File: src/hw/rtl/akgd_pkg.sv
package akgd_pkg;

	localparam int SAMPLE_W   = 12;
	localparam int TIME_W     = 32;
	localparam int MS_W       = 16;
	localparam int CFG_IDX_W  = 3;
	localparam int CFG_DATA_W = 16;

	// short queue between classifier and gesture logic
	localparam int QUEUE_DEPTH = 2;
	localparam int QUEUE_PTR_W = (QUEUE_DEPTH > 1) ? $clog2(QUEUE_DEPTH) : 1;
	localparam int QUEUE_CNT_W = $clog2(QUEUE_DEPTH + 1);

	localparam logic [SAMPLE_W-1:0] UP_BAND_LOW_RST     = SAMPLE_W'(300);
	localparam logic [SAMPLE_W-1:0] UP_BAND_HIGH_RST    = SAMPLE_W'(800);
	localparam logic [SAMPLE_W-1:0] ENTER_BAND_LOW_RST  = SAMPLE_W'(1600);
	localparam logic [SAMPLE_W-1:0] ENTER_BAND_HIGH_RST = SAMPLE_W'(3000);
	localparam logic [MS_W-1:0]     HOLD_TIME_RST       = MS_W'(5000);
	localparam logic [MS_W-1:0]     DOUBLE_WINDOW_RST   = MS_W'(500);

	typedef enum logic [CFG_IDX_W-1:0] {
		REG_UP_BAND_LOW     = 3'd0,
		REG_UP_BAND_HIGH    = 3'd1,
		REG_ENTER_BAND_LOW  = 3'd2,
		REG_ENTER_BAND_HIGH = 3'd3,
		REG_HOLD_TIME       = 3'd4,
		REG_DOUBLE_WINDOW   = 3'd5
	} reg_index_t;

	typedef enum logic {
		EVENT_MUTE = 1'b0,
		EVENT_HOME = 1'b1
	} event_kind_t;

	typedef struct packed {
		logic [SAMPLE_W-1:0] up_band_low;
		logic [SAMPLE_W-1:0] up_band_high;
		logic [SAMPLE_W-1:0] enter_band_low;
		logic [SAMPLE_W-1:0] enter_band_high;
		logic [MS_W-1:0]     hold_time_ms;
		logic [MS_W-1:0]     double_window_ms;
	} cfg_t;

	// classified sample as it travels through the queue
	typedef struct packed {
		logic              is_up;
		logic              is_enter;
		logic [TIME_W-1:0] now_ms;
	} item_t;

	typedef struct packed {
		logic full;
		logic empty;
	} queue_status_t;

endpackage

File: src/hw/rtl/akgd_if.sv
interface akgd_in_if;
	logic                          valid;
	logic                          ready;
	logic [akgd_pkg::SAMPLE_W-1:0] sample;
	logic [akgd_pkg::TIME_W-1:0]   now_ms;

	modport source(output valid, output sample, output now_ms, input ready);
	modport sink(input valid, input sample, input now_ms, output ready);
endinterface

interface akgd_out_if;
	logic valid;
	logic ready;
	logic event_kind;

	modport source(output valid, output event_kind, input ready);
	modport sink(input valid, input event_kind, output ready);
endinterface

interface akgd_cfg_if;
	logic                            valid;
	logic                            ready;
	logic [akgd_pkg::CFG_IDX_W-1:0]  index;
	logic [akgd_pkg::CFG_DATA_W-1:0] data;

	modport source(output valid, output index, output data, input ready);
	modport sink(input valid, input index, input data, output ready);
endinterface

File: src/hw/rtl/akgd_front.sv
module akgd_front (
	input  logic            clk,
	input  logic            arst_n,
	akgd_in_if.sink         in_item,
	akgd_cfg_if.sink        cfg,
	input  logic            q_full,
	output logic            push,
	output akgd_pkg::item_t push_item,
	output akgd_pkg::cfg_t  cfg_regs
);

	akgd_pkg::cfg_t cfg_q;

	assign cfg.ready = 1'b1;
	assign cfg_regs  = cfg_q;

	always_ff @(posedge clk or negedge arst_n) begin
		if (!arst_n) begin
			cfg_q.up_band_low      <= akgd_pkg::UP_BAND_LOW_RST;
			cfg_q.up_band_high     <= akgd_pkg::UP_BAND_HIGH_RST;
			cfg_q.enter_band_low   <= akgd_pkg::ENTER_BAND_LOW_RST;
			cfg_q.enter_band_high  <= akgd_pkg::ENTER_BAND_HIGH_RST;
			cfg_q.hold_time_ms     <= akgd_pkg::HOLD_TIME_RST;
			cfg_q.double_window_ms <= akgd_pkg::DOUBLE_WINDOW_RST;
		end else if (cfg.valid) begin
			unique case (cfg.index)
				akgd_pkg::REG_UP_BAND_LOW:
					cfg_q.up_band_low <= cfg.data[akgd_pkg::SAMPLE_W-1:0];
				akgd_pkg::REG_UP_BAND_HIGH:
					cfg_q.up_band_high <= cfg.data[akgd_pkg::SAMPLE_W-1:0];
				akgd_pkg::REG_ENTER_BAND_LOW:
					cfg_q.enter_band_low <= cfg.data[akgd_pkg::SAMPLE_W-1:0];
				akgd_pkg::REG_ENTER_BAND_HIGH:
					cfg_q.enter_band_high <= cfg.data[akgd_pkg::SAMPLE_W-1:0];
				akgd_pkg::REG_HOLD_TIME:
					cfg_q.hold_time_ms <= cfg.data[akgd_pkg::MS_W-1:0];
				akgd_pkg::REG_DOUBLE_WINDOW:
					cfg_q.double_window_ms <= cfg.data[akgd_pkg::MS_W-1:0];
				default: ;
			endcase
		end
	end

	// band test: low inclusive, high exclusive, empty when low >= high
	assign in_item.ready      = !q_full;
	assign push               = in_item.valid && !q_full;
	assign push_item.is_up    = (in_item.sample >= cfg_q.up_band_low)
		&& (in_item.sample < cfg_q.up_band_high);
	assign push_item.is_enter = (in_item.sample >= cfg_q.enter_band_low)
		&& (in_item.sample < cfg_q.enter_band_high);
	assign push_item.now_ms   = in_item.now_ms;

endmodule

File: src/hw/rtl/akgd_queue.sv
module akgd_queue (
	input  logic                     clk,
	input  logic                     arst_n,
	input  logic                     push,
	input  akgd_pkg::item_t          push_item,
	input  logic                     pop,
	output akgd_pkg::item_t          pop_item,
	output akgd_pkg::queue_status_t  status
);

	localparam int                           DEPTH = akgd_pkg::QUEUE_DEPTH;
	localparam logic [akgd_pkg::QUEUE_PTR_W-1:0] LAST_PTR =
		akgd_pkg::QUEUE_PTR_W'(DEPTH - 1);
	localparam logic [akgd_pkg::QUEUE_CNT_W-1:0] FULL_CNT =
		akgd_pkg::QUEUE_CNT_W'(DEPTH);

	akgd_pkg::item_t                     entry_q [DEPTH];
	logic [akgd_pkg::QUEUE_PTR_W-1:0]    wr_ptr_q;
	logic [akgd_pkg::QUEUE_PTR_W-1:0]    rd_ptr_q;
	logic [akgd_pkg::QUEUE_CNT_W-1:0]    count_q;

	assign status.full  = (count_q == FULL_CNT);
	assign status.empty = (count_q == '0);
	assign pop_item     = entry_q[rd_ptr_q];

	always_ff @(posedge clk) begin
		if (push) begin
			entry_q[wr_ptr_q] <= push_item;
		end
	end

	always_ff @(posedge clk or negedge arst_n) begin
		if (!arst_n) begin
			wr_ptr_q <= '0;
			rd_ptr_q <= '0;
			count_q  <= '0;
		end else begin
			if (push) begin
				wr_ptr_q <= (wr_ptr_q == LAST_PTR) ? '0 : wr_ptr_q + 1'b1;
			end
			if (pop) begin
				rd_ptr_q <= (rd_ptr_q == LAST_PTR) ? '0 : rd_ptr_q + 1'b1;
			end
			if (push && !pop) begin
				count_q <= count_q + 1'b1;
			end else if (pop && !push) begin
				count_q <= count_q - 1'b1;
			end
		end
	end

endmodule

File: src/hw/rtl/akgd_back.sv
module akgd_back (
	input  logic                    clk,
	input  logic                    arst_n,
	input  akgd_pkg::cfg_t          cfg_regs,
	input  akgd_pkg::queue_status_t q_status,
	input  akgd_pkg::item_t         item,
	output logic                    pop,
	akgd_out_if.source              out_event
);

	logic                        up_holding_q;
	logic [akgd_pkg::TIME_W-1:0] hold_start_q;
	logic                        mute_fired_q;
	logic                        enter_down_q;
	logic [akgd_pkg::TIME_W-1:0] last_enter_edge_q;
	logic                        out_valid_q;
	akgd_pkg::event_kind_t       out_kind_q;

	logic [akgd_pkg::TIME_W-1:0] hold_elapsed;
	logic [akgd_pkg::TIME_W-1:0] enter_gap;
	logic                        mute_ev;
	logic                        enter_edge;
	logic                        home_ev;

	// wrapping differences
	assign hold_elapsed = item.now_ms - hold_start_q;
	assign enter_gap    = item.now_ms - last_enter_edge_q;

	assign mute_ev    = item.is_up && up_holding_q && !mute_fired_q
		&& (hold_elapsed >= akgd_pkg::TIME_W'(cfg_regs.hold_time_ms));
	assign enter_edge = item.is_enter && !enter_down_q;
	// zero stored edge means nothing pending
	assign home_ev    = enter_edge && (last_enter_edge_q != '0)
		&& (enter_gap <= akgd_pkg::TIME_W'(cfg_regs.double_window_ms));

	assign pop = !q_status.empty && (!out_valid_q || out_event.ready);

	assign out_event.valid      = out_valid_q;
	assign out_event.event_kind = out_kind_q;

	always_ff @(posedge clk or negedge arst_n) begin
		if (!arst_n) begin
			up_holding_q      <= 1'b0;
			hold_start_q      <= '0;
			mute_fired_q      <= 1'b0;
			enter_down_q      <= 1'b0;
			last_enter_edge_q <= '0;
		end else if (pop) begin
			if (item.is_up) begin
				if (!up_holding_q) begin
					up_holding_q <= 1'b1;
					hold_start_q <= item.now_ms;
					mute_fired_q <= 1'b0;
				end else if (mute_ev) begin
					mute_fired_q <= 1'b1;
				end
			end else begin
				up_holding_q <= 1'b0;
				mute_fired_q <= 1'b0;
			end
			if (enter_edge) begin
				last_enter_edge_q <= home_ev ? '0 : item.now_ms;
			end
			enter_down_q <= item.is_enter;
		end
	end

	always_ff @(posedge clk or negedge arst_n) begin
		if (!arst_n) begin
			out_valid_q <= 1'b0;
		end else if (pop && (mute_ev || home_ev)) begin
			out_valid_q <= 1'b1;
		end else if (out_event.ready) begin
			out_valid_q <= 1'b0;
		end
	end

	// mute wins when both fire in one beat
	always_ff @(posedge clk) begin
		if (pop && (mute_ev || home_ev)) begin
			out_kind_q <= mute_ev ? akgd_pkg::EVENT_MUTE : akgd_pkg::EVENT_HOME;
		end
	end

endmodule

File: src/hw/rtl/adc_keypad_gesture_detector.sv
// keypad gesture detector: long press on UP gives mute, double press on ENTER gives home
//
// in_item   : one beat per converter sample, carrying sample and the millisecond
//             timestamp now_ms; one beat can be taken every clock cycle while the queue is not full
// out_event : one beat per sample that fires a gesture (mute wins a tie), event_kind
//             0 mute, 1 home; most samples give no beat at all
// cfg       : register writes, index 0..5 = up low/high, enter low/high, hold
//             time, double window; always ready, unknown indexes are dropped
//
// a taken sample is classified against the bands and written into a two-entry
// queue; the gesture logic pops it from there and, if it fires, the event is
// registered in the output register at that pop
// throughput is one sample per cycle while out_event does not stall; the
// gesture logic updates its state on every pop
// when out_event stalls the gesture logic stops popping, the two-entry queue fills
// and in_item.ready then drops until the event is taken
// reset loads the default thresholds, clears the hold/press state and the
// queue; no clearing pass is needed, the block is ready right after reset
module adc_keypad_gesture_detector (
	input  logic       clk,
	input  logic       arst_n,
	akgd_in_if.sink    in_item,
	akgd_out_if.source out_event,
	akgd_cfg_if.sink   cfg
);

	akgd_pkg::cfg_t          cfg_regs;
	akgd_pkg::item_t         push_item;
	akgd_pkg::item_t         pop_item;
	akgd_pkg::queue_status_t q_status;
	logic                    push;
	logic                    pop;

	// front: config registers and band classification
	akgd_front u_front (
		.clk       (clk),
		.arst_n    (arst_n),
		.in_item   (in_item),
		.cfg       (cfg),
		.q_full    (q_status.full),
		.push      (push),
		.push_item (push_item),
		.cfg_regs  (cfg_regs)
	);

	// decoupling queue, lets either side stall on its own
	akgd_queue u_queue (
		.clk       (clk),
		.arst_n    (arst_n),
		.push      (push),
		.push_item (push_item),
		.pop       (pop),
		.pop_item  (pop_item),
		.status    (q_status)
	);

	// back: hold timer, press pairing and output register
	akgd_back u_back (
		.clk       (clk),
		.arst_n    (arst_n),
		.cfg_regs  (cfg_regs),
		.q_status  (q_status),
		.item      (pop_item),
		.pop       (pop),
		.out_event (out_event)
	);

`ifndef SYNTHESIS
	// queue can never be both full and empty
	a_queue_state: assert property (@(posedge clk) disable iff (!arst_n)
		!(q_status.full && q_status.empty))
		else $error("queue reports full and empty together");

	// nothing is popped from an empty queue
	a_pop_nonempty: assert property (@(posedge clk) disable iff (!arst_n)
		pop |-> !q_status.empty)
		else $error("pop from empty queue");

	// a stalled event blocks the gesture logic
	a_stall_holds: assert property (@(posedge clk) disable iff (!arst_n)
		(out_event.valid && !out_event.ready) |-> !pop)
		else $error("queue popped while output stalled");
`endif

endmodule

File: src/flat_wrapper.sv
// flat-port wrapper written by rule: the top's interface ports become plain ports
module adc_keypad_gesture_detector_flat 
  (clk, arst_n, in_item_valid, in_item_sample, in_item_now_ms, in_item_ready, out_event_valid, out_event_event_kind, out_event_ready, cfg_valid, cfg_index, cfg_data, cfg_ready);
  akgd_in_if in_item_i ();
  akgd_out_if out_event_i ();
  akgd_cfg_if cfg_i ();
  input  logic clk;
  input  logic arst_n;
  input wire logic [$bits(in_item_i.valid)-1:0] in_item_valid;
  input wire logic [$bits(in_item_i.sample)-1:0] in_item_sample;
  input wire logic [$bits(in_item_i.now_ms)-1:0] in_item_now_ms;
  output wire logic [$bits(in_item_i.ready)-1:0] in_item_ready;
  output wire logic [$bits(out_event_i.valid)-1:0] out_event_valid;
  output wire logic [$bits(out_event_i.event_kind)-1:0] out_event_event_kind;
  input wire logic [$bits(out_event_i.ready)-1:0] out_event_ready;
  input wire logic [$bits(cfg_i.valid)-1:0] cfg_valid;
  input wire logic [$bits(cfg_i.index)-1:0] cfg_index;
  input wire logic [$bits(cfg_i.data)-1:0] cfg_data;
  output wire logic [$bits(cfg_i.ready)-1:0] cfg_ready;
  assign in_item_i.valid = in_item_valid;
  assign in_item_i.sample = in_item_sample;
  assign in_item_i.now_ms = in_item_now_ms;
  assign in_item_ready = in_item_i.ready;
  assign out_event_valid = out_event_i.valid;
  assign out_event_event_kind = out_event_i.event_kind;
  assign out_event_i.ready = out_event_ready;
  assign cfg_i.valid = cfg_valid;
  assign cfg_i.index = cfg_index;
  assign cfg_i.data = cfg_data;
  assign cfg_ready = cfg_i.ready;
  adc_keypad_gesture_detector u_core (.clk(clk), .arst_n(arst_n), .in_item(in_item_i), .out_event(out_event_i), .cfg(cfg_i));
endmodule
File: config.mk
export PLATFORM = sky130hd
export DESIGN_NAME = adc_keypad_gesture_detector_flat
export DESIGN_NICKNAME = d
export VERILOG_FILES = /design/src/hw/rtl/akgd_pkg.sv /design/src/hw/rtl/akgd_if.sv /design/src/hw/rtl/akgd_front.sv /design/src/hw/rtl/akgd_queue.sv /design/src/hw/rtl/akgd_back.sv /design/src/hw/rtl/adc_keypad_gesture_detector.sv /design/src/flat_wrapper.sv
export SDC_FILE = /design/constraint.sdc
export NUM_CORES = 1
export LEC_CHECK = 0
export BUFFER_PORTS_ARGS = -buffer_cell sky130_fd_sc_hd__buf_2
export CORE_ASPECT_RATIO = 0.7
export CORE_MARGIN = 8
export CORE_UTILIZATION = 57
export DETAILED_ROUTE_END_ITERATION = 12
export HOLD_SLACK_MARGIN = 0.05
export MAX_ROUTING_LAYER = met4
export PLACE_DENSITY = 0.78
export SYNTH_ARGS = -nofsm -noshare
export SYNTH_HDL_FRONTEND = slang
export SYNTH_SLANG_ARGS = --single-unit
File: constraint.sdc
create_clock -name clk -period 4.9 [get_ports clk]
set_input_delay 0.245 -clock clk [delete_from_list [all_inputs] [get_ports clk]]
set_output_delay 0.245 -clock clk [all_outputs]
set_load 0.005 [all_outputs]
Word-level counts from Yosys, hierarchy flattened
Memories as Yosys holds them, arrays and structs flattened.
Index checks and enable logic that the tools add are counted.
{"block": "word_totals", "ff_bits": 153, "mem_bits_rw": 68, "input_bits": 68, "out_inout_bits": 4, "wordCells": 87, "n_memories": 1}
{"memory": "u_core.u_queue.entry_q", "words": 2, "width": 34, "rd": 1, "rd_clocked_by_memory_dff": 0, "write_ports": 1, "line_no": "akgd_queue.sv:17", "rtl": "akgd_pkg::item_t entry_q [DEPTH];"}
{"block": "op_classes", "addsub": 6, "magnitude_cmp": 6, "eq_ne": 7, "n_mux": 14, "bitwise_logic": 1, "n_reduce_logical": 36}
{"operator": "subtractor 32 bit", "n": 2}
{"operator": "greater-or-equal comparator 32 x 16 -> 1 bit", "n": 1}
{"operator": "less-or-equal comparator 32 x 16 -> 1 bit", "n": 1}
{"operator": "two-way mux 32 bit", "n": 1}
{"operator": "nonzero test 32 bit", "n": 1}
{"operator": "greater-or-equal comparator 12 bit", "n": 2}
{"operator": "< comparator 12 bit", "n": 2}
{"operator": "AND reduction 2 bit", "n": 8}
{"operator": "logical AND 1 bit", "n": 13}
{"operator": "two-way mux 1 bit", "n": 11}
{"operator": "zero test 1 bit", "n": 7}
{"operator": "equality test 3 x 2 -> 1 bit (second input constant)", "n": 2}
{"operator": "equality test 3 bit (second input constant)", "n": 2}
{"operator": "two-way mux 2 bit", "n": 2}
{"operator": "nonzero test 2 bit", "n": 2}
{"operator": "equality test 3 x 1 -> 1 bit (second input constant)", "n": 1}
{"operator": "zero test 3 bit", "n": 1}
{"operator": "inequality test 3 x 2 -> 1 bit (second input constant)", "n": 1}
{"operator": "AND reduction 3 bit", "n": 1}
{"operator": "adder 1 bit (second input constant)", "n": 2}
{"operator": "adder 2 x 1 -> 2 bit (second input constant)", "n": 1}
{"operator": "equality test 2 bit (second input constant)", "n": 1}
{"operator": "zero test 2 bit", "n": 1}
{"operator": "logical OR 1 bit", "n": 2}
{"operator": "other kinds (2)", "n": 2}

Longest topological paths before layout
Gate-level depths: netlist (run 1).
{"block": "depth", "depth_word": 7, "depth_mapped": 23, "mapped_depth_nobuf": 21}

Modules after synthesis
Synthesis (run 1) repeated with hierarchy kept, for this count alone.
{"block": "unflattened", "hier_cells": 1510, "hier_area_um2": 14923.1}
{"module": "akgd_back", "n_inst": 1, "cells_each": 989, "area_per_inst_um2": 7737.4, "seq_area_each_um2": 1731.7}
{"module": "akgd_front", "n_inst": 1, "cells_each": 399, "area_per_inst_um2": 4394.2, "seq_area_each_um2": 2037.0}
{"module": "akgd_queue", "n_inst": 1, "cells_each": 122, "area_per_inst_um2": 2791.4, "seq_area_each_um2": 2142.1}

Least setup slack after synthesis (run 1)
OpenSTA, ideal clock, no wires.
{"block": "synth_path", "path_kind": "register -> register", "startpoint": "register u_core.u_queue.rd_ptr_q", "endpoint": "register u_core.u_back.out_kind_q (netlist: u_core.u_back.out_event.event_kind), enable pin", "setup_time_ns": 0.244, "arrival_ns": 4.882, "t_required_ns": 4.656, "setup_slack_ns": -0.226, "stages_incl_launch_ff": 24, "n_path_buf": 2, "synth_period_minus_slack_ns": 5.126, "cell_sequence": "dfrtp_1 > buf_2 > buf_1 > mux2i_1 > inv_1 > ha_1 > and2_1 > a221oi_1 > and2_1 > o21ai_0 > a21o_1 > a21oi_1 > xnor2_1 > ha_1 > a21o_1 > nand3_1 > a21oi_1 > a211o_1 > nor4_1 > o2111ai_1 > a2111oi_1 > nand4_1 > a21oi_1 > nor2_1"}
{"element": "from (decl)", "line_no": "akgd_queue.sv:19", "rtl": "logic [akgd_pkg::QUEUE_PTR_W-1:0] rd_ptr_q;"}
{"element": "from (signal assigned)", "line_no": "akgd_queue.sv:42", "rtl": "rd_ptr_q <= (rd_ptr_q == LAST_PTR) ? '0 : rd_ptr_q + 1'b1;"}
{"element": "to (signal assigned)", "line_no": "akgd_back.sv:81", "rtl": "out_kind_q <= mute_ev ? akgd_pkg::EVENT_MUTE : akgd_pkg::EVENT_HOME;"}
{"element": "to (decl)", "line_no": "akgd_back.sv:17", "rtl": "akgd_pkg::event_kind_t out_kind_q;"}

==> summary.txt, run 1 <==
Clock tree
  – Num CTS Buffers: 22
  – Root buffer cell: clkbuf_16
  – Clock insertion delay at the later pin of the skew report: approximately 0.54 ns
  – Clock tree buffer depth: 3
  – Clock Sinks: around 220
  – Worst-path clk slew: around 0.070 ns
  – CTS tree: yes
  – H-tree Lvls: 1

Floorplanning
  – Core region area: around 25000 sq um
  – Number of top-level pins: between 70 and 80
  – Chip height: ~150 um
  – Initial Utilization: 58.12%
  – Total die area: between 30000 and 40000 sq um
  – Row count: 48
  – DIE WIDTH: between 200 and 250 um

Logic synthesis
  – Ys async rst share: between 60% and 70%
  – Post-Syn Instances: between 1500 and 2000
  – Post-synthesis average cell area: 9.301 sq um
  – Synth cell count leaders: inv_1, nand2_1, ha_1, a21oi_1, dfrtp_1
  – Post-Syn Area: roughly 14000 sq um
  – YS warnings: 0
  – Post-synth EDFFs: 69
  – Leading area contributor after synthesis: dfrtp_1
  – Yosys reg bits: roughly 220
  – Most common cell in the netlist: inv_1
  – Top cell type's share of synthesized area: between 20% and 30%
  – Synth Flop Type: dfrtp_1
  – Area contributors post-synth: dfrtp_1, edfxtp_1, ha_1
  – Register area share after synthesis: around two fifths
  – Net Count, Synth: 1760
  – Post-synthesis cell type count: between 80 and 90

GRT
  – GRT Total Usage: between 20% and 30%
  – Largest net degree at the start of global routing: 102
  – First-pass GRT wire length: a little under 70000 um
  – Number of global-route vias before repair: about 13000
  – Initial antenna violation count: 0
  – Global route total overflow: 0

Status
  – Failing checks: setup timing
  – Outcome: finished, violations left

Flow run
  – Maximum Capacitance Violations: 0

Placed design
  – Pre-CTS WS: -0.2474 ns
  – Placer Congestion: around 1.0
  – Port bufs: 70
  – Hpwl dp: roughly 33000 um

Layout
  – Area growth from synthesis to layout: 23.74%
  – Final net count: slightly below 2000
  – Final core utilization: 71.91%
  – Layout cell share with drive strength beyond 1: between 20% and 30%
  – # diodes: 0

Worst setup path
  – Flop-to-flop setup slack: -0.05 ns
  – CP arrival: between 5 and 6 ns
  – CP Max Fanout: 6
  – Critical Path RT: about 5.3 ns
  – CP Class: flop to flop
  – Critical path launch point type: flop
  – CP Capture Type: flop

STA
  – Setup ws final: -0.05385 ns
  – Slew @ Worst Pin: approximately 1.0 ns
  – Max-slew headroom: between 30 and 40%
  – Max Transition Viols Final: 0
  – Setup Viol. Count Final: 3
  – RSZ-0062 raised after global routing: yes
  – Final hold vios: 0
  – Final min period: around 5.0 ns
  – Clk_skew: 0.01151 ns
  – Fin crit share: 101.1%
  – Total negative setup slack: -0.1439 ns
  – Maximum clock frequency: 0.2019 GHz

Routing
  – Via/cell ratio: roughly 6
  – Antenna-violating nets left: 0
  – Starting DRT DRC Count: 1566
  – Post-route DRC: 0
  – Final wirelength: 46210 um
  – WL/cell: roughly 22 um
  – Pre-antenna DRT Iters: 6
  – Via Count: between 10000 and 15000

Min path
  – HP Class: input port to flop
==> logic make-up (layout without fill, tap and decap cells) <==
family,Yosys count,count (layout),synth area share (%)
AOI/OAI and AO/OA,406,406,17.76
xor gates and xnor gates,40,40,2.436
adders and majority gates,146,146,12.81
buffers and inverters,249,478,6.752
DFF,221,221,41.10
muxes,75,75,5.621
other,1,1,0.02608
and+or+nand+nor,408,408,13.50
==> worst paths after layout <==
path,startpoint,end,depth (start not counted)
hold / removal,cfg_data[11],u_core.u_front.cfg_regs[79],3
setup / recovery,u_core.u_queue.rd_ptr_q,u_core.u_back.out_event.valid,25
min in group asynchronous,arst_n,u_core.u_front.cfg_regs[67],2
hold reg to reg,u_core.u_front.cfg_regs[1],u_core.u_front.cfg_regs[1],1
setup reg to reg,u_core.u_queue.rd_ptr_q,u_core.u_back.out_event.valid,25
max in group asynchronous,arst_n,u_core.u_front.cfg_regs[30],3
==> flip-flops by register name (all words and copies together), names as in the netlist <==
name                                flops
u_core.u_back.out_event.event_kind      1
u_core.u_queue.count_q                  2
u_core.u_queue.rd_ptr_q                 1
u_core.u_back.hold_start_q             32
u_core.u_back.up_holding_q              1
u_core.u_queue.wr_ptr_q                 1
u_core.u_back.out_event.valid           1
u_core.u_queue.entry_q                 68
u_core.u_front.cfg_regs                80
u_core.u_back.mute_fired_q              1
u_core.u_back.last_enter_edge_q        32
u_core.u_back.enter_down_q              1
==> layer usage <==
metal  vias to the layer above  GRT usage (%)  wire length (um)
li1                       5913              -                 -
met1                      6207          41.90             20120
met2                       763          40.47             19130
met3                        93          9.983              5873
met4                         0          6.655              1094
met5                         -              -                 0
==> what timing repair did <==
action,4_1_cts,5_1_grt
endpoints found under the hold margin,193,0
pin swaps,3,24
resized for setup,18,82
endpoints found under the setup margin,35,36
setup buffers,4,9
cloned,0,3
hold buffers,50,0
==> cells in the final DEF, fill, tap and decap left out, types with 6 or more instances in the layout <==
master,Yosys,layout
inv_1,184,179
nand2_1,166,165
ha_1,144,132
dfrtp_1,124,123
buf_4,1,122
a21oi_1,124,117
o21ai_0,102,99
nor2_1,86,83
buf_2,8,69
edfxtp_1,69,69
dlygate4sd3_1,0,50
mux2_2,36,36
o31ai_1,39,36
nand4_1,30,30
xnor2_1,29,28
dfstp_2,28,28
mux2i_1,38,26
a21o_1,26,26
clkbuf_16,0,25
nand3_1,21,21
o21a_1,19,19
nor2b_1,18,16
nor3_1,20,16
nor4_1,14,14
nand2b_1,12,12
o211ai_1,12,12
xor2_1,11,11
ha_4,0,11
and3_1,8,8
mux2i_4,1,8
a211oi_1,8,7
o21ai_1,6,7
o2111ai_1,7,6
o21bai_1,6,6
buf_6,3,6
==> final cells by class <==
cell class / count / area [sq um]
multi-input cells: 1076 / 7996
fillers: 1744 / 6950
flip-flops and latches: 221 / 5912
repair buffers: 253 / 1959
inverters: 185 / 698.2
clock buffers: 25 / 581.8
well taps: 325 / 406.6
clock inverters: 15 / 239.0
==> through the flow <==
stage                     area [sq um]  cells  hold slack (ns)
after CTS                        17210   2088          0.07049
final                            17790   2100          0.09719
after global routing             17790   2100           0.1137
after detailed placement         15770   1994           0.4101
after floorplan                  14390   1546         -0.05059
after global placement           15770   1994           0.4105
==> critical path: stages (launching register included) <==
cell and delay [ns]:
dfrtp_2 0.47, buf_6 0.13, mux2i_4 0.25, inv_2 0.06, ha_1 0.29, and2_4 0.18, a221oi_2 0.22, buf_4 0.16
and2_4 0.14, o21ai_2 0.07, a21o_1 0.19, a21oi_2 0.15, xnor2_1 0.16, ha_1 0.29, a21o_1 0.17, nand3_1 0.08
a21oi_1 0.07, a211o_1 0.23, nor4_1 0.27, o2111ai_1 0.18, a2111oi_2 0.40, nand4_1 0.17, buf_6 0.17, a21oi_4 0.15
buf_4 0.13, o21ai_1 0.05
Power of run 1 is not shown: default switching activity piles up to over one toggle a cycle in this logic, so the estimate is an artifact.
==> run 2, diff against run 1 <==
--- a/config.mk
+++ b/config.mk
@@ -12,7 +12,7 @@
 export DETAILED_ROUTE_END_ITERATION = 12
 export HOLD_SLACK_MARGIN = 0.05
 export MAX_ROUTING_LAYER = met4
-export PLACE_DENSITY = 0.78
+export PLACE_DENSITY = 0.79
 export SYNTH_ARGS = -nofsm -noshare
 export SYNTH_HDL_FRONTEND = slang
 export SYNTH_SLANG_ARGS = --single-unit
==> summary.txt, run 2 (synthesized netlist as in run 1, its figures left out) <==
Status
  – Outcome: finished clean

STA
  – Max-slew headroom: ~25%
  – RSZ-0062 raised after global routing: yes
  – Setup ws final: just under 0.004 ns
  – Slew @ Worst Pin: between 1 and 1.5 ns
  – Max Transition Viols Final: 0
  – Final min period: between 4 and 5 ns
  – Final hold vios: 0
  – Clk_skew: about 0.015 ns
  – Fin Hold WS: 0.06267 ns
  – Maximum clock frequency: 0.2042 GHz
  – Fin crit share: about 100%
  – Setup Viol. Count Final: 0

Floorplanning
  – Number of top-level pins: 72
  – DIE WIDTH: 205.8 um
  – Core region area: roughly 25000 sq um
  – Initial Utilization: 58.12%
  – Row count: between 40 and 50
  – Chip height: 148.9 um
  – Total die area: around 31000 sq um

Clock tree
  – Clock Sinks: between 200 and 250
  – Clock tree buffer depth: 3
  – H-tree Lvls: 1
  – Num CTS Buffers: 23
  – Root buffer cell: clkbuf_16
  – Clock insertion delay at the later pin of the skew report: 0.54 ns
  – Worst-path clk slew: about 0.07 ns
  – CTS tree: yes

GRT
  – Number of global-route vias before repair: 11890
  – First-pass GRT wire length: 64640 um
  – Initial antenna violation count: 0
  – GRT Total Usage: between 20 and 30%
  – Global route total overflow: 0
  – Largest net degree at the start of global routing: between 90 and 100

Layout
  – Commonest non-fill, non-tap cell in the layout: inv_1
  – Most frequent cells in the layout: inv_1, nand2_1, ha_1, dfrtp_1, a21oi_1
  – # diodes: 0
  – Final net count: between 1500 and 2000
  – Final core utilization: 70.41%
  – Layout cell share with drive strength beyond 1: between 20 and 25%
  – Area growth from synthesis to layout: 21.15%
  – Max reg flops: 80

Routing
  – WL/cell: about 21 um
  – Via/cell ratio: 6.069
  – Final wirelength: between 40000 and 50000 um
  – Post-route DRC: 0
  – Via Count: 12620
  – Pre-antenna DRT Iters: 7
  – Antenna-violating nets left: 0
  – Starting DRT DRC Count: between 1000 and 1500

Placed design
  – Hpwl dp: 30170 um
  – Placer Congestion: 1.034
  – Pre-CTS WS: -0.07137 ns
  – Port bufs: 70

Min path
  – HP Class: input port to flop

Flow run
  – Maximum Capacitance Violations: 0

Worst setup path
  – WP buf/inv: 4
  – Critical path launch point type: flop
  – Slowest CP cell: dfrtp_2
  – CP arrival: 5.31 ns
  – Critical Path RT: 5.32 ns
  – Worst path cell trace: buf_12 > mux2i_1 > inv_1 > ha_1 > and4_1 > and3_1 > o311a_1 > or3_4 > xor2_1 > ha_1 > nand4_1 > a2111o_1 > o211a_1 > o21ai_1 > nor4b_2 > nand4_1 > nor4_4 > buf_6 > buf_12 > o31ai_1
  – CP Class: flop to flop
  – CP Capture Type: flop
  – Slowest stage delay, CP: between 0.4 and 0.5 ns
  – CP Max Fanout: 19
  – Flop-to-flop setup slack: between 0.003 and 0.004 ns
  – CP delay by family, top: simple AND/OR/NAND/NOR gates
[run 2: final cells by class]
cell class | instances | area [sq um]
multi-input cells | 1076 | 7838
fillers | 1723 | 7322
repair buffers | 231 | 1747
clock inverters | 14 | 210.2
clock buffers | 28 | 614.3
well taps | 325 | 406.6
inverters | 185 | 694.4
flip-flops and latches | 221 | 5912
[run 2: final timing paths]
| path | start | to | cells past startpoint |
|---|---|---|---|
| max | u_core.u_queue.rd_ptr_q | u_core.u_back.last_enter_edge_q[6] | 20 |
| min | cfg_data[11] | u_core.u_front.cfg_regs[27] | 3 |
| max reg2reg | u_core.u_queue.rd_ptr_q | u_core.u_back.last_enter_edge_q[6] | 20 |
| min reg2reg | u_core.u_front.cfg_regs[32] | u_core.u_front.cfg_regs[32] | 1 |
| max in group asynchronous | arst_n | u_core.u_front.cfg_regs[49] | 3 |
| min in group asynchronous | arst_n | u_core.u_front.cfg_regs[42] | 2 |
[run 2: worst min-delay path: stages]
cell and delay, ns:
buf_2 0.17, nand2_1 0.07, o21ai_0 0.07
[run 2: routing by layer]
layer,GRT usage [%],vias up,part of all wire (%)
met2,37.89,665,42
met4,5.310,0,2.1
met3,7.726,83,11
li1,-,5867,-
met5,-,-,0
met1,39.54,6008,45
[run 2: stage by stage]
step	instance area, sq um	setup TNS [ns]	cells
floorplan	14390	0	1546
global placement	15660	0	1979
detailed placement	15660	-1.130	1979
CTS	17070	0	2072
global route	17420	-2.960	2080
finish	17420	0	2080
[run 2: repair_timing]
action                                  in CTS  in global routing
hold endpoints to repair                   194                  0
gates resized for setup                     18                 61
buffers inserted                             1                  8
hold buffers                                50                  0
pin swaps                                    1                 19
endpoints found under the setup margin      35                 36
Power of run 2 is left out for the same reason.
==> run 3, diff against run 2 <==
--- a/config.mk
+++ b/config.mk
@@ -15,4 +15,5 @@
 export PLACE_DENSITY = 0.79
 export SYNTH_ARGS = -nofsm -noshare
 export SYNTH_HDL_FRONTEND = slang
+export SYNTH_HIERARCHICAL = 1
 export SYNTH_SLANG_ARGS = --single-unit
==> summary.txt, run 3 <==
Layout
  – Final net count: ~1900
  – Multi-input logic area: roughly 8300 sq um
  – Most frequent cells in the layout: inv_1, nand2_1, buf_4, ha_1, dfrtp_1
  – Max reg flops: 80
  – Filler cells: 1665
  – Commonest non-fill, non-tap cell in the layout: inv_1
  – FF/Latch Area: 5912 sq um
  – Post-layout instance area: between 15000 and 20000 sq um
  – Final non-filler cell total: 2078
  – Area growth from synthesis to layout: 22.96%
  – Final core utilization: 71.43%
  – Layout cell share with drive strength beyond 1: approximately 28%

STA
  – Clk_skew: 0.01100 ns
  – Maximum clock frequency: about 0.18 GHz
  – Setup ws final: -0.6345 ns
  – Final min period: between 5 and 6 ns
  – Max Transition Viols Final: 0
  – Slew @ Worst Pin: ~1.3 ns
  – Max-slew headroom: 10.48%
  – Fin crit share: 112.9%
  – RSZ-0062 raised after global routing: yes
  – Fin Hold WS: 0.08915 ns
  – Final hold vios: 0
  – Setup Viol. Count Final: 34

Floorplanning
  – Chip height: approximately 150 um
  – Initial Utilization: between 50% and 60%
  – Total die area: around 32000 sq um
  – Number of top-level pins: about 70
  – Row count: roughly 50
  – DIE WIDTH: roughly 210 um
  – Core region area: 25690 sq um

Placed design
  – Port bufs: 70
  – Cell Area, Placed: 16300 sq um
  – Cell count after placement: 1961
  – Hpwl dp: ~31000 um
  – Placer Congestion: 0.9383

Clock tree
  – Clock insertion delay at the later pin of the skew report: roughly 0.53 ns
  – Num CTS Buffers: 24
  – CTS tree: yes
  – Clock tree buffer depth: 3
  – Worst-path clk slew: approximately 0.07 ns
  – H-tree Lvls: 1
  – Clock Sinks: approximately 220
  – Root buffer cell: clkbuf_16

Logic synthesis
  – Most common cell in the netlist: inv_1
  – Post-synthesis cell type count: 91
  – Post-Syn Area: 14920 sq um
  – Leading area contributor after synthesis: dfrtp_1
  – Ys async rst share: around 69%
  – Register area share after synthesis: about two fifths
  – Top cell type's share of synthesized area: about a fifth
  – Area contributors post-synth: dfrtp_1, edfxtp_1, ha_1
  – Post-synth EDFFs: just under 70
  – Synth cell count leaders: inv_1, nand2_1, ha_1, dfrtp_1, o21ai_0
  – Yosys reg bits: between 200 and 250
  – YS warnings: 6
  – Synth Flop Type: dfrtp_1
  – Post-synthesis average cell area: 9.883 sq um
  – Post-Syn Instances: ~1500
  – Net Count, Synth: 1721

Routing
  – Via Count: 12700
  – Starting DRT DRC Count: roughly 1300
  – Met2 wire length: about 20000 um
  – Via/cell ratio: 6.114
  – WL/cell: 21.93 um
  – Post-route DRC: 0
  – Final wirelength: roughly 46000 um
  – Antenna-violating nets left: 0
  – Pre-antenna DRT Iters: 5
  – Highest Signal Layer: met4
  – WL met3: a little under 5000 um
  – Met1 WL: between 15000 and 20000 um

Worst setup path
  – CP Capture Type: flop
  – Slowest CP cell: or4b_4
  – WP buf/inv: 2
  – Critical Path RT: 5.14 ns
  – Slowest stage delay, CP: about 0.52 ns
  – CP delay by family, top: simple AND/OR/NAND/NOR gates
  – CP Max Fanout: 5
  – CP arrival: between 5 and 6 ns
  – Critical path launch point type: flop
  – CP Class: flop to flop
  – Worst path cell trace: buf_6 > mux2_4 > ha_4 > o211ai_1 > a21oi_4 > o21a_4 > buf_6 > a21oi_2 > nand2_1 > xor2_1 > ha_1 > nand4_1 > or4_4 > a211oi_4 > or4b_4 > or4b_4 > or4_4 > a21boi_2

Status
  – Outcome: finished, violations left
  – Failing checks: setup timing

Flow run
  – Maximum Capacitance Violations: 0

GRT
  – Number of global-route vias before repair: around 13000
  – GRT Total Usage: 28.77%
  – First-pass GRT wire length: approximately 70000 um
  – Global route total overflow: 0
  – Initial antenna violation count: 3
  – Largest net degree at the start of global routing: a little under 100

Min path
  – HP Class: input port to flop
run 3: cell types whose count changed after synthesis, sizes merged, moves of 6 or more:
| cell | before | now |
|---|---|---|
| mux2 | 36 | 86 |
| nor2 | 86 | 42 |
| buf | 17 | 56 |
| a21oi | 125 | 88 |
| mux2i | 39 | 7 |
| clkbuf | 47 | 33 |
| xor2 | 11 | 21 |
| nor3 | 20 | 12 |
| a21o | 26 | 33 |
| a31oi | 4 | 11 |
| inv | 184 | 191 |
| nand2 | 166 | 160 |
| nand3 | 21 | 15 |
run 3: through the flow:
| stage | setup slack (ns) | setup TNS (ns) |
|---|---|---|
| after CTS | -0.4822 | -11.76 |
| final | -0.6345 | -17.66 |
| after floorplan | -0.1673 | -4.872 |
| after global placement | -0.4083 | -12.92 |
| after global routing | -0.7885 | -23.10 |
| after detailed placement | -0.5654 | -18.12 |
run 3: worst reg2reg max path, stage by stage, from the launching register on:
cell	delay [ns]
dfrtp_2	0.46
buf_6	0.16
mux2_4	0.32
ha_4	0.26
o211ai_1	0.32
a21oi_4	0.07
o21a_4	0.25
buf_6	0.12
a21oi_2	0.12
nand2_1	0.08
xor2_1	0.16
ha_1	0.33
nand4_1	0.20
or4_4	0.49
a211oi_4	0.31
or4b_4	0.50
or4b_4	0.52
or4_4	0.43
a21boi_2	0.15
run 3: layout make-up:
type	count	share of cell area, %
flip-flops and latches	221	32.22
repair buffers	278	11.70
inverters	191	3.921
diodes	4	0.05455
clock buffers	28	3.580
multi-input cells	1009	45.33
well taps	331	2.257
clock inverters	16	0.9410
run 3: what timing repair did:
action                                  4_1_cts  5_1_grt
gates cloned                                  3        0
resized for setup                            47       43
endpoints found under the setup margin       36       36
hold buffers                                 49        0
setup buffers                                12        7
endpoints found under the hold margin       184        0
pin swaps                                    32       20
run 3: per-layer routing:
| metal | global-route usage [%] | vias up |
|---|---|---|
| li1 | - | 5762 |
| met2 | 42.64 | 683 |
| met1 | 39.83 | 6147 |
| met5 | - | - |
| met4 | 7.027 | 0 |
| met3 | 6.326 | 112 |
run 3: worst paths after layout:
kind                                           start                            endpoint  slack [ns]  depth (start not counted)
min reg2reg                u_core/u_queue/count_q[1]           u_core/u_queue/count_q[1]        0.50                          1
min in group asynchronous                     arst_n         u_core/u_front/cfg_regs[44]        0.42                          2
max reg2reg                  u_core/u_queue/rd_ptr_q  u_core/u_back/out_event.event_kind       -0.63                         18
max                          u_core/u_queue/rd_ptr_q  u_core/u_back/out_event.event_kind       -0.63                         18
max in group asynchronous                     arst_n          u_core/u_front/cfg_regs[3]        3.21                          3
min                                  out_event_ready       u_core/u_back/out_event.valid        0.09                          4
run 3: cell families after synthesis:
logic type	synth area share, %
AOI/OAI and AO/OA	17.08
xor gates and xnor gates	2.993
adders and majority gates	12.09
buffers and inverters	8.669
DFF	39.61
muxes	7.688
other	0.02513
and+or+nand+nor	11.85
Power of run 3 is left out for the same reason.
